**src/design/ppcf_pkg.sv**
```systemverilog
// ----------------------------------------------------------------------------
// ppcf_pkg: shared types and constants for the parabolic peak charge fit
// Beat formats, the per-pulse record handed from front to back, and the
// request/response bundle of the shared divider.
// ----------------------------------------------------------------------------
package ppcf_pkg;

  localparam int SAMPLE_W        = 12;
  localparam int IDX_W           = 6;
  localparam int CHARGE_W        = 14;
  localparam int TIME_W          = 26;
  localparam int PERIOD_W        = 16;
  localparam int MAX_SAMPLES_DEF = 16;
  localparam int QUEUE_DEPTH     = 2;

  localparam logic [PERIOD_W-1:0] PERIOD_RESET = 16'd50;

  // Divider operand widths: 8*T*M needs 39 bits, 8*|A| needs 16 bits.
  localparam int DIV_DND_W = 39;
  localparam int DIV_DVS_W = 16;

  typedef enum logic [1:0] {
    CASE_NONE  = 2'd0,
    CASE_FIRST = 2'd1,
    CASE_LAST  = 2'd2,
    CASE_FIT   = 2'd3
  } peak_case_e;

  typedef struct packed {
    logic [SAMPLE_W-1:0] sample;
    logic                last_sample;
  } in_item_t;

  typedef struct packed {
    logic signed [CHARGE_W-1:0] charge;
    logic [TIME_W-1:0]          fit_time;
    peak_case_e                 peak_case;
    logic [IDX_W-1:0]           peak_index;
    logic                       too_many;
  } out_item_t;

  typedef struct packed {
    logic [SAMPLE_W-1:0] y1;
    logic [SAMPLE_W-1:0] y2;
    logic [SAMPLE_W-1:0] y3;
    logic [SAMPLE_W-1:0] ped;
    logic [IDX_W-1:0]    idx;
    peak_case_e          pcase;
    logic                too_many;
  } rec_t;

  typedef struct packed {
    logic                 start;
    logic [DIV_DND_W-1:0] dividend;
    logic [DIV_DVS_W-1:0] divisor;
  } div_req_t;

  typedef struct packed {
    logic                 done;
    logic [DIV_DND_W-1:0] quotient;
  } div_rsp_t;

endpackage

```
**src/design/ppcf_front.sv**
```systemverilog
// ----------------------------------------------------------------------------
// ppcf_front: per-sample peak tracker
// Takes one sample per cycle unless full_o; keeps pedestal, first strict max,
// its neighbours, and on the last sample classifies the pulse into a record.
// ----------------------------------------------------------------------------
module ppcf_front #(
  parameter int MaxSamples = ppcf_pkg::MAX_SAMPLES_DEF
) (
  input  logic               clk_i,
  input  logic               rst_ni,
  input  logic               push_i,
  input  ppcf_pkg::in_item_t in_data_i,
  input  logic               q_full_i,
  output logic               full_o,
  output logic               rec_push_o,
  output ppcf_pkg::rec_t     rec_o
);

  localparam int CntW = $clog2(MaxSamples + 1);
  localparam int IdxW = ppcf_pkg::IDX_W;
  localparam int SW   = ppcf_pkg::SAMPLE_W;
  localparam int CmpW = CntW + IdxW;

  logic [CntW-1:0] count_q, count_d;
  logic [SW-1:0]   ped_q, ped_d, prev_q, prev_d, max_q, max_d;
  logic [SW-1:0]   before_q, before_d, after_q, after_d;
  logic [IdxW-1:0] pos_q, pos_d;
  logic            pend_q, pend_d, ovf_q, ovf_d;
  logic            accept, keep;
  logic [SW-1:0]   s;
  logic [CntW-1:0] n_m1;

  assign full_o = q_full_i;
  assign accept = push_i & ~q_full_i;
  assign s      = in_data_i.sample;
  assign keep   = count_q < CntW'(MaxSamples);

  always_comb begin
    count_d  = count_q;
    ped_d    = ped_q;
    prev_d   = prev_q;
    max_d    = max_q;
    before_d = before_q;
    after_d  = after_q;
    pos_d    = pos_q;
    pend_d   = pend_q;
    ovf_d    = ovf_q;
    if (keep) begin
      if (count_q == '0) begin
        ped_d = s;
      end
      if (pend_q) begin
        after_d = s;
        pend_d  = 1'b0;
      end
      if (s > max_q) begin
        max_d    = s;
        pos_d    = IdxW'(count_q);
        before_d = prev_q;
        pend_d   = 1'b1;
      end
      prev_d  = s;
      count_d = count_q + CntW'(1);
    end else begin
      ovf_d = 1'b1;
    end
  end

  // Classify the pulse on the values after this beat.
  always_comb begin
    n_m1           = count_d - CntW'(1);
    rec_o.y1       = before_d;
    rec_o.y2       = max_d;
    rec_o.y3       = after_d;
    rec_o.ped      = ped_d;
    rec_o.idx      = '0;
    rec_o.pcase    = ppcf_pkg::CASE_NONE;
    rec_o.too_many = ovf_d;
    if (max_d != '0 && count_d != '0) begin
      rec_o.idx = pos_d;
      if (pos_d == '0) begin
        rec_o.pcase = ppcf_pkg::CASE_FIRST;
      end else if (CmpW'(pos_d) == CmpW'(n_m1)) begin
        rec_o.pcase = ppcf_pkg::CASE_LAST;
      end else begin
        rec_o.pcase = ppcf_pkg::CASE_FIT;
      end
    end
  end

  assign rec_push_o = accept & in_data_i.last_sample;

  always_ff @(posedge clk_i or negedge rst_ni) begin
    if (!rst_ni) begin
      count_q  <= '0;
      ped_q    <= '0;
      prev_q   <= '0;
      max_q    <= '0;
      before_q <= '0;
      after_q  <= '0;
      pos_q    <= '0;
      pend_q   <= 1'b0;
      ovf_q    <= 1'b0;
    end else if (accept) begin
      if (in_data_i.last_sample) begin
        // Start the next pulse clean.
        count_q  <= '0;
        ped_q    <= '0;
        prev_q   <= '0;
        max_q    <= '0;
        before_q <= '0;
        after_q  <= '0;
        pos_q    <= '0;
        pend_q   <= 1'b0;
        ovf_q    <= 1'b0;
      end else begin
        count_q  <= count_d;
        ped_q    <= ped_d;
        prev_q   <= prev_d;
        max_q    <= max_d;
        before_q <= before_d;
        after_q  <= after_d;
        pos_q    <= pos_d;
        pend_q   <= pend_d;
        ovf_q    <= ovf_d;
      end
    end
  end

endmodule

```
**src/design/ppcf_queue.sv**
```systemverilog
// ----------------------------------------------------------------------------
// ppcf_queue: short record queue between front and back
// Holds classified pulses so the tracker and the fit stall independently.
// ----------------------------------------------------------------------------
module ppcf_queue (
  input  logic           clk_i,
  input  logic           rst_ni,
  input  logic           push_i,
  input  ppcf_pkg::rec_t rec_i,
  output logic           full_o,
  input  logic           pop_i,
  output logic           valid_o,
  output ppcf_pkg::rec_t rec_o
);

  localparam int Depth = ppcf_pkg::QUEUE_DEPTH;
  localparam int PtrW  = (Depth > 1) ? $clog2(Depth) : 1;
  localparam int CntW  = $clog2(Depth + 1);

  ppcf_pkg::rec_t  slot_q [Depth];
  logic [PtrW-1:0] wr_q, rd_q;
  logic [CntW-1:0] cnt_q;
  logic            do_push, do_pop;

  assign full_o  = cnt_q == CntW'(Depth);
  assign valid_o = cnt_q != '0;
  assign rec_o   = slot_q[rd_q];
  assign do_push = push_i & ~full_o;
  assign do_pop  = pop_i & valid_o;

  always_ff @(posedge clk_i) begin
    if (do_push) begin
      slot_q[wr_q] <= rec_i;
    end
  end

  always_ff @(posedge clk_i or negedge rst_ni) begin
    if (!rst_ni) begin
      wr_q  <= '0;
      rd_q  <= '0;
      cnt_q <= '0;
    end else begin
      if (do_push) begin
        wr_q <= (wr_q == PtrW'(Depth - 1)) ? '0 : wr_q + PtrW'(1);
      end
      if (do_pop) begin
        rd_q <= (rd_q == PtrW'(Depth - 1)) ? '0 : rd_q + PtrW'(1);
      end
      if (do_push && !do_pop) begin
        cnt_q <= cnt_q + CntW'(1);
      end else if (do_pop && !do_push) begin
        cnt_q <= cnt_q - CntW'(1);
      end
    end
  end

endmodule

```
**src/design/ppcf_div.sv**
```systemverilog
// ----------------------------------------------------------------------------
// ppcf_div: shared restoring divider
// Unsigned, one quotient bit per cycle; done pulses once the last bit lands.
// ----------------------------------------------------------------------------
module ppcf_div (
  input  logic               clk_i,
  input  logic               rst_ni,
  input  ppcf_pkg::div_req_t req_i,
  output ppcf_pkg::div_rsp_t rsp_o
);

  localparam int DndW = ppcf_pkg::DIV_DND_W;
  localparam int DvsW = ppcf_pkg::DIV_DVS_W;
  localparam int CntW = $clog2(DndW + 1);

  logic [DndW-1:0] quo_q;
  logic [DvsW-1:0] rem_q, dvs_q;
  logic [CntW-1:0] cnt_q;
  logic            busy_q, done_q;
  logic [DvsW:0]   rem_sh, rem_nx;
  logic            ge;

  assign rem_sh = {rem_q, quo_q[DndW-1]};
  assign ge     = rem_sh >= {1'b0, dvs_q};
  assign rem_nx = ge ? rem_sh - {1'b0, dvs_q} : rem_sh;

  assign rsp_o.done     = done_q;
  assign rsp_o.quotient = quo_q;

  always_ff @(posedge clk_i) begin
    if (req_i.start) begin
      quo_q <= req_i.dividend;
      rem_q <= '0;
      dvs_q <= req_i.divisor;
    end else if (busy_q) begin
      quo_q <= {quo_q[DndW-2:0], ge};
      rem_q <= rem_nx[DvsW-1:0];
    end
  end

  always_ff @(posedge clk_i or negedge rst_ni) begin
    if (!rst_ni) begin
      cnt_q  <= '0;
      busy_q <= 1'b0;
      done_q <= 1'b0;
    end else begin
      done_q <= busy_q && !req_i.start && (cnt_q == CntW'(1));
      if (req_i.start) begin
        cnt_q  <= CntW'(DndW);
        busy_q <= 1'b1;
      end else if (busy_q) begin
        cnt_q <= cnt_q - CntW'(1);
        if (cnt_q == CntW'(1)) begin
          busy_q <= 1'b0;
        end
      end
    end
  end

endmodule

```
**src/design/ppcf_back.sv**
```systemverilog
// ----------------------------------------------------------------------------
// ppcf_back: parabola fit sequencer and result register
// Pops a pulse record; if it is a fit, forms the fit terms over two multiply
// stages, runs charge and time divisions on the shared divider; holds result.
// ----------------------------------------------------------------------------
module ppcf_back (
  input  logic                            clk_i,
  input  logic                            rst_ni,
  input  logic                            rec_valid_i,
  input  ppcf_pkg::rec_t                  rec_i,
  output logic                            rec_pop_o,
  input  logic [ppcf_pkg::PERIOD_W-1:0]   period_i,
  output ppcf_pkg::div_req_t              div_req_o,
  input  ppcf_pkg::div_rsp_t              div_rsp_i,
  input  logic                            pop_i,
  output logic                            empty_o,
  output ppcf_pkg::out_item_t             out_data_o
);

  localparam int SW   = ppcf_pkg::SAMPLE_W;
  localparam int DndW = ppcf_pkg::DIV_DND_W;
  localparam int DvsW = ppcf_pkg::DIV_DVS_W;
  localparam int CW   = ppcf_pkg::CHARGE_W;
  localparam int TW   = ppcf_pkg::TIME_W;

  typedef enum logic [2:0] {
    S_IDLE,
    S_MUL1,
    S_MUL2,
    S_DIVC,
    S_DIVT,
    S_OUT
  } state_e;

  state_e              state_q;
  ppcf_pkg::rec_t      rec_q;
  ppcf_pkg::out_item_t res_q, out_q;
  logic                out_valid_q, start_q;

  // Fit terms: d = -A (always positive for a first strict maximum), b = B.
  logic [SW:0]           d_w;
  logic [SW:0]           d;
  logic signed [SW:0]    b, p;
  logic signed [25:0]    bb_full;
  logic [18:0]           dx;
  logic signed [20:0]    m_full;
  logic [SW:0]           d_q;
  logic signed [29:0]    pd_q;
  logic [24:0]           bb_q;
  logic [19:0]           m_q;
  logic signed [30:0]    n_q;
  logic [35:0]           tm_q;
  logic [30:0]           abs_n;
  logic [DndW-1:0]       qc;

  always_comb begin
    d_w     = {rec_q.y2, 1'b0} - {1'b0, rec_q.y1} - {1'b0, rec_q.y3};
    d       = d_w;
    b       = $signed({1'b0, rec_q.y3}) - $signed({1'b0, rec_q.y1});
    p       = $signed({1'b0, rec_q.y2}) - $signed({1'b0, rec_q.ped});
    bb_full = b * b;
    dx      = 19'(d) * 19'(rec_q.idx);
    m_full  = $signed({1'b0, dx, 1'b0}) + 21'(b);
    abs_n   = n_q[30] ? 31'(-n_q) : 31'(n_q);
    qc      = n_q[30] ? (~div_rsp_i.quotient + DndW'(1)) : div_rsp_i.quotient;
  end

  // Charge divides |N| by 8d, time divides 8*T*M by d.
  always_comb begin
    div_req_o.start = start_q;
    if (state_q == S_DIVT) begin
      div_req_o.dividend = {tm_q, 3'b000};
      div_req_o.divisor  = DvsW'(d_q);
    end else begin
      div_req_o.dividend = DndW'(abs_n);
      div_req_o.divisor  = DvsW'({d_q, 3'b000});
    end
  end

  assign rec_pop_o  = (state_q == S_IDLE) && rec_valid_i;
  assign empty_o    = ~out_valid_q;
  assign out_data_o = out_q;

  always_ff @(posedge clk_i) begin
    if (state_q == S_MUL1) begin
      d_q  <= d;
      pd_q <= p * $signed({1'b0, d, 3'b000});
      bb_q <= bb_full[24:0];
      m_q  <= m_full[19:0];
    end
    if (state_q == S_MUL2) begin
      n_q  <= 31'(pd_q) + 31'($signed({1'b0, bb_q}));
      tm_q <= period_i * m_q;
    end
  end

  always_ff @(posedge clk_i or negedge rst_ni) begin
    if (!rst_ni) begin
      state_q     <= S_IDLE;
      rec_q       <= '0;
      res_q       <= '0;
      out_q       <= '0;
      out_valid_q <= 1'b0;
      start_q     <= 1'b0;
    end else begin
      start_q <= (state_q == S_MUL2) || (state_q == S_DIVC && div_rsp_i.done);
      if (pop_i && out_valid_q && state_q != S_OUT) begin
        out_valid_q <= 1'b0;
      end
      case (state_q)
        S_IDLE: begin
          if (rec_valid_i) begin
            rec_q              <= rec_i;
            res_q.peak_case    <= rec_i.pcase;
            res_q.peak_index   <= rec_i.idx;
            res_q.too_many     <= rec_i.too_many;
            res_q.fit_time     <= '0;
            if (rec_i.pcase == ppcf_pkg::CASE_NONE) begin
              res_q.charge <= '0;
            end else begin
              res_q.charge <= $signed(CW'(rec_i.y2));
            end
            state_q <= (rec_i.pcase == ppcf_pkg::CASE_FIT) ? S_MUL1 : S_OUT;
          end
        end
        S_MUL1: begin
          state_q <= S_MUL2;
        end
        S_MUL2: begin
          state_q <= S_DIVC;
        end
        S_DIVC: begin
          if (div_rsp_i.done) begin
            res_q.charge <= $signed(qc[CW-1:0]);
            state_q      <= S_DIVT;
          end
        end
        S_DIVT: begin
          if (div_rsp_i.done) begin
            res_q.fit_time <= div_rsp_i.quotient[TW-1:0];
            state_q        <= S_OUT;
          end
        end
        S_OUT: begin
          // Load when the result register is free or being drained this beat.
          if (!out_valid_q || pop_i) begin
            out_q       <= res_q;
            out_valid_q <= 1'b1;
            state_q     <= S_IDLE;
          end
        end
        default: begin
          state_q <= S_IDLE;
        end
      endcase
    end
  end

endmodule

```
**src/design/peak_parabolic_charge_fit.sv**
```systemverilog
// ----------------------------------------------------------------------------
// peak_parabolic_charge_fit: three-point parabolic peak fit per ADC pulse
// Samples go in through a queue-style port (push_i/full_o), one sample per
// beat, last_sample closing the pulse. One result per pulse comes out through
// empty_o/pop_i: charge less pedestal (fitted pulses; edge peaks give the
// raw sample), time in 1/16 ns, peak case, peak index and the overflow mark.
// Samples beyond MaxSamples are dropped. The sampling period is written on
// cfg_valid_i/cfg_ready_o/cfg_data_i; the user must write it only while no
// pulse is in flight, which the block does not enforce; ready is always high.
// Samples are taken one per cycle; full_o is high while the two-entry pulse
// queue is full, and then no sample is taken. From the closing beat a pulse
// without an interior peak passes the queue, the idle state and the output
// state before empty_o falls; a fitted pulse also passes S_MUL1, S_MUL2 and
// the shared one-bit-per-cycle divider, run twice (39 steps each, plus load
// and hand-over). The front keeps taking samples of later pulses while a fit
// runs, until the queue is full.
// Reset clears the pulse state, the queue and the result register and loads
// the period with 50 ns. While pop_i stays low the result holds, the fit
// waits, the queue fills and then full_o stalls the sender.
// ----------------------------------------------------------------------------
module peak_parabolic_charge_fit #(
  parameter int MaxSamples = ppcf_pkg::MAX_SAMPLES_DEF
) (
  input  logic                          clk_i,
  input  logic                          rst_ni,
  input  logic                          push_i,
  output logic                          full_o,
  input  ppcf_pkg::in_item_t            in_data_i,
  output logic                          empty_o,
  input  logic                          pop_i,
  output ppcf_pkg::out_item_t           out_data_o,
  input  logic                          cfg_valid_i,
  output logic                          cfg_ready_o,
  input  logic [ppcf_pkg::PERIOD_W-1:0] cfg_data_i
);

  logic [ppcf_pkg::PERIOD_W-1:0] period_q;
  logic                          q_full, q_push, q_valid, q_pop;
  ppcf_pkg::rec_t                q_wr_rec, q_rd_rec;
  ppcf_pkg::div_req_t            div_req;
  ppcf_pkg::div_rsp_t            div_rsp;

  assign cfg_ready_o = 1'b1;

  always_ff @(posedge clk_i or negedge rst_ni) begin
    if (!rst_ni) begin
      period_q <= ppcf_pkg::PERIOD_RESET;
    end else if (cfg_valid_i && cfg_ready_o) begin
      period_q <= cfg_data_i;
    end
  end

  ppcf_front #(
    .MaxSamples(MaxSamples)
  ) u_front (
    .clk_i     (clk_i),
    .rst_ni    (rst_ni),
    .push_i    (push_i),
    .in_data_i (in_data_i),
    .q_full_i  (q_full),
    .full_o    (full_o),
    .rec_push_o(q_push),
    .rec_o     (q_wr_rec)
  );

  ppcf_queue u_queue (
    .clk_i  (clk_i),
    .rst_ni (rst_ni),
    .push_i (q_push),
    .rec_i  (q_wr_rec),
    .full_o (q_full),
    .pop_i  (q_pop),
    .valid_o(q_valid),
    .rec_o  (q_rd_rec)
  );

  ppcf_div u_div (
    .clk_i (clk_i),
    .rst_ni(rst_ni),
    .req_i (div_req),
    .rsp_o (div_rsp)
  );

  ppcf_back u_back (
    .clk_i      (clk_i),
    .rst_ni     (rst_ni),
    .rec_valid_i(q_valid),
    .rec_i      (q_rd_rec),
    .rec_pop_o  (q_pop),
    .period_i   (period_q),
    .div_req_o  (div_req),
    .div_rsp_i  (div_rsp),
    .pop_i      (pop_i),
    .empty_o    (empty_o),
    .out_data_o (out_data_o)
  );

  // A closing beat never arrives at a full queue.
  assert property (@(posedge clk_i) disable iff (!rst_ni) !(q_push && q_full))
    else $error("pulse record pushed into a full queue");

  // A pulse without signal reports all-zero fit fields.
  assert property (@(posedge clk_i) disable iff (!rst_ni)
    (!empty_o && out_data_o.peak_case == ppcf_pkg::CASE_NONE) |->
      (out_data_o.charge == '0 && out_data_o.fit_time == '0 &&
       out_data_o.peak_index == '0))
    else $error("no-signal result carries non-zero fields");

  // An edge peak reports the raw positive sample and no time.
  assert property (@(posedge clk_i) disable iff (!rst_ni)
    (!empty_o && (out_data_o.peak_case == ppcf_pkg::CASE_FIRST ||
                  out_data_o.peak_case == ppcf_pkg::CASE_LAST)) |->
      (out_data_o.charge > 0 && out_data_o.fit_time == '0))
    else $error("edge-peak result malformed");

  // The divider is never started on consecutive cycles.
  assert property (@(posedge clk_i) disable iff (!rst_ni)
    div_req.start |=> !div_req.start)
    else $error("divider started on consecutive cycles");

endmodule

```
**config.mk**
```make
export PLATFORM = sky130hd
export DESIGN_NAME = peak_parabolic_charge_fit
export DESIGN_NICKNAME = d
export VERILOG_FILES = /design/src/design/ppcf_pkg.sv /design/src/design/ppcf_front.sv /design/src/design/ppcf_queue.sv /design/src/design/ppcf_div.sv /design/src/design/ppcf_back.sv /design/src/design/peak_parabolic_charge_fit.sv
export SDC_FILE = /design/constraint.sdc
export NUM_CORES = 2
export LEC_CHECK = 0
export ABC_AREA = 0
export BUFFER_PORTS_ARGS = -buffer_cell sky130_fd_sc_hd__buf_2
export CAP_MARGIN = 0
export CORE_MARGIN = 5
export CORE_UTILIZATION = 50
export DETAILED_ROUTE_END_ITERATION = 6
export PLACE_DENSITY = 0.63
export REMOVE_ABC_BUFFERS = 1
export SLEW_MARGIN = 20
export SYNTH_ARGS = -nofsm -noshare
export SYNTH_HDL_FRONTEND = slang
export SYNTH_SLANG_ARGS = --single-unit
```
**constraint.sdc**
```tcl
create_clock -name clk_i -period 9.3 [get_ports clk_i]
set_input_delay 1.86 -clock clk_i [delete_from_list [all_inputs] [get_ports clk_i]]
set_output_delay 1.86 -clock clk_i [all_outputs]
set_load 0.1 [all_outputs]
```
==> impl_table.tex <==
\begin{tabular}{lr}
\hline
Metric & Value \\
\hline
\multicolumn{2}{l}{\textbf{Status}} \\
Result of the run & complete, no violations \\
\multicolumn{2}{l}{\textbf{Drt}} \\
Total length of routed wires & 129.6 mm \\
Total number of vias & 35960 \\
Routed wire length per instance & 19.84 um \\
Count of nets left with antenna violations after detail routing & 0 \\
DRC violations left & 0 \\
Detailed-routing iteration count for the pre-antenna-repair pass & 6 \\
Drt via density & 5.503 \\
Number of design-rule violations left by the first detailed-router iteration & 2271 \\
\multicolumn{2}{l}{\textbf{Power}} \\
Power per standard cell area & 406.6 mW/mm2 \\
Combinational cell fraction of total power & 0.696 \\
Register share of total power & 0.179 \\
Leakage & 26.74 nW \\
Clk pwr share & 0.124 \\
Pint & 12.01 mW \\
Post-layout total power & 22.83 mW \\
Psw & 10.82 mW \\
Maximum vdd ir drop & 1533 uV \\
Switching portion of total power & 0.4738 \\
\multicolumn{2}{l}{\textbf{Synthesis}} \\
Sequential area share after synthesis & 0.3120 \\
Yosys warning total & 0 \\
Cell count after synthesis & 5077 \\
Async SR Flop Fraction & 0.4308 \\
Synth cell types & 84 \\
Average instance area after synthesis & 10.19 um2 \\
Cell area after technology mapping & 0.05176 mm2 \\
Cell type contributing the most total cell area after synthesis & fa\_1 \\
Yosys top cell area share & 0.2201 \\
Top post-synthesis cells by area & fa\_1 (22\%), edfxtp\_1 (18\%), dfrtp\_1 (12\%), ha\_1 (10\%), inv\_1 (5.7\%) \\
Number of synthesized flops with an enable pin & 317 \\
Flip-flop cell with the highest count after synthesis & edfxtp\_1 \\
Total of flip-flops plus latches after synthesis & 585 \\
\multicolumn{2}{l}{\textbf{Setup path}} \\
Cell at the slowest stage of the critical path & fa\_1 \\
Crit Path Class & reg -> reg \\
Crit-path leading delay family & adder cells \\
Beginning of the critical path & u\_back.rec\_q[23] \\
Setup crit end kind & register \\
WP data arrival & 8690 ps \\
Critical path fanouts, max & 12 \\
Longest individual stage delay on the worst path & 560 ps \\
Reg-to-reg slack, setup & 980 ps \\
Reg2reg start & u\_back.rec\_q[23] \\
Number of buffer and inverter stages on the critical path & 6 \\
Kind of launch point of the worst setup path & register \\
Most frequent cell on the critical path & fa\_1 \\
Required time worst endpoint & 9670 ps \\
Count of cells along the worst register-to-register path & 30 \\
Crit Reg-Reg Endpoint & u\_back.pd\_q[28] \\
\multicolumn{2}{l}{\textbf{Die}} \\
X dimension of the die & 331.7 um \\
Io pins & 86 \\
Height of the die & 331.7 um \\
Total Die Area & 0.1100 mm2 \\
Starting density of the core & 0.5015 \\
Cell row count & 118 \\
Core Area & 0.1032 mm2 \\
\multicolumn{2}{l}{\textbf{Timing}} \\
Final sum of negative setup slack & 0 ps \\
Worst Hold Slack & 444.1 ps \\
Post-layout worst setup margin & 978.6 ps \\
Max Clk Rate & 120.2 MHz \\
Worst max-slew margin expressed relative to the limit & 0.2481 \\
Post-route fraction of the period consumed by the critical path & 0.8948 \\
Unrepaired setup endpoints after global routing & no \\
Final critical-path required period & 8321 ps \\
Worst-case clock skew & 36.23 ps \\
Tightest Pin Transition & 1123 ps \\
Hold violation total from the final report & 0 \\
Number of setup violations in the final report & 0 \\
Final max-slew violation count & 0 \\
\multicolumn{2}{l}{\textbf{Finish}} \\
Nets@finish & 6117 \\
Layout overhead on the synthesized area & 8.478\% \\
Leading cell types in the layout, fill and taps excluded & inv\_1 (783), nand2\_1 (610), fa\_1 (569) \\
Most common cell after layout, fill and taps aside & inv\_1 \\
Final design instance area without fill & 0.05615 mm2 \\
Fraction of layout instances using a drive strength above 1 & 0.08639 \\
\multicolumn{2}{l}{\textbf{Min path}} \\
Worst hold path cell count & 0 \\
Kind of path behind the tightest hold check & reg -> reg \\
Hold wc startpoint & u\_back.bb\_q[2] \\
Endpoint, Worst Hold & u\_back.n\_q[2] \\
\multicolumn{2}{l}{\textbf{Global routing}} \\
Wire length of the first global-routing pass & 208.1 mm \\
GRT Overall Usage & 0.2368 \\
Number of global-route vias before repair & 37070 \\
Number of antenna violations at the first check in global routing & 5 \\
Congestion Overflow GR & 0 \\
Maximum number of pins on one net before global-route repair & 137 \\
\multicolumn{2}{l}{\textbf{Placement}} \\
Final HPWL DP & 99.08 mm \\
Post-placement cell area & 0.05374 mm2 \\
Routability Congestion & 0.9362 \\
Worst-case setup slack after placement & 989.0 ps \\
Input/output buffers & 84 \\
\multicolumn{2}{l}{\textbf{CTS}} \\
Post-CTS Repair Setup Buffers & 0 \\
Cts-stage hold buffer count & 0 \\
Number of gates resized after CTS & 0 \\
Buffer type at the clock tree root & clkbuf\_16 \\
Number of sinks handled by clock tree synthesis & 585 \\
TritonCTS clock tree & yes \\
Source-to-sink clock delay at the later pin of the worst-skew pair & 660 ps \\
Clock-pin transition on the worst setup and hold timing paths & 70 ps \\
Buffer depth of the longest clock path & 3 \\
Total CTS buffers & 69 \\
H-tree levels & 3 \\
\multicolumn{2}{l}{\textbf{Flow run}} \\
Max\_cap viols & 0 \\
\hline
\end{tabular}
power groups by stage:
| stage | clock network (mW) | registers, mW | logic [mW] |
|---|---|---|---|
| finish | 2.84 | 4.10 | 15.9 |
| global route | 3.01 | 4.12 | 17.9 |
| CTS | 2.90 | 4.09 | 16.1 |
| detailed placement | 0 | 4.14 | 16.0 |
| global placement | 0 | 4.13 | 15.9 |
| floorplan | 0 | 4.08 | 11.5 |
metrics by stage:
stage	cells	util
final	6534	0.5440
after global placement	6405	0.5207
after global routing	6531	0.5440
after CTS	6531	0.5439
after floorplan	4879	-
after detailed placement	6405	0.5207
final cells by class:
| type | instances | area [um2] |
|---|---|---|
| fillers | 9100 | 47060 |
| multi-input cells | 3507 | 32000 |
| flip-flops and latches | 585 | 16160 |
| inverters | 787 | 2955 |
| clock buffers | 91 | 1984 |
| well taps | 1380 | 1727 |
| repair buffers | 146 | 908.4 |
| clock inverters | 35 | 411.6 |
| diodes | 3 | 7.507 |
logic make-up (layout without fill, tap and decap cells):
kind of cell	count (synthesis)	in the layout	synth area share
xor+xnor	232	232	0.03926
other cells	2	5	0.0001451
buf+inv	985	1059	0.07160
simple gates	1361	1361	0.1211
compound gates	712	712	0.09024
fa+ha+maj	987	987	0.3211
mux	213	213	0.04451
flops	585	585	0.3120
layer usage:
metal	part of all wire	vias to the layer above	track usage
met4	0.026	4	0.06113
li1	-	16640	-
met5	0.00021	-	0
met2	0.48	910	0.3942
met3	0.053	201	0.03320
met1	0.44	18210	0.3302
synthesized netlist by cell type (17+ instances only):
| library cell | count |
|---|---|
| edfxtp_1 | 317 |
| nand3_1 | 33 |
| o21ai_0 | 203 |
| ha_1 | 418 |
| nand2_1 | 611 |
| nor2b_1 | 20 |
| nor2_1 | 283 |
| mux2i_1 | 76 |
| a22o_1 | 75 |
| a211oi_1 | 31 |
| nor3_1 | 53 |
| inv_1 | 784 |
| o31ai_1 | 17 |
| a21o_1 | 61 |
| a21oi_1 | 155 |
| clkbuf_1 | 173 |
| o21a_1 | 23 |
| nand2b_1 | 36 |
| dfrtp_1 | 249 |
| fa_1 | 569 |
| mux2_2 | 137 |
| xnor2_1 | 146 |
| or3_1 | 22 |
| buf_1 | 20 |
| xor2_1 | 86 |
| o21bai_1 | 18 |
| and2_1 | 200 |
how the worst max path moves through the flow:
stage | to | cells after the start | slack [ps]
6_report | u_back.pd_q[28] | 30 | 980
3_3_place_gp | u_back.pd_q[28] | 30 | 1200
4_1_cts | u_back.pd_q[28] | 30 | 970
5_1_grt | u_back.pd_q[28] | 30 | 410
3_5_place_dp | u_back.pd_q[28] | 30 | 990
2_1_floorplan | u_back.bb_q[21] | 29 | 1610
state kept, by name (all words and copies together) (netlist names), 16 cells and up:
| signal | cells |
|---|---|
| u_back.tm_q | 36 |
| u_back.res_q | 43 |
| u_back.rec_q | 54 |
| period_q | 16 |
| u_back.n_q | 30 |
| u_div.rem_q | 16 |
| u_back.out_data_o | 49 |
| u_div.dvs_q | 16 |
| u_back.m_q | 19 |
| u_div.quo_q | 39 |
| u_queue.slot_q | 114 |
| u_back.pd_q | 27 |
| u_back.bb_q | 23 |
Power figures use the tool's default switching activity.
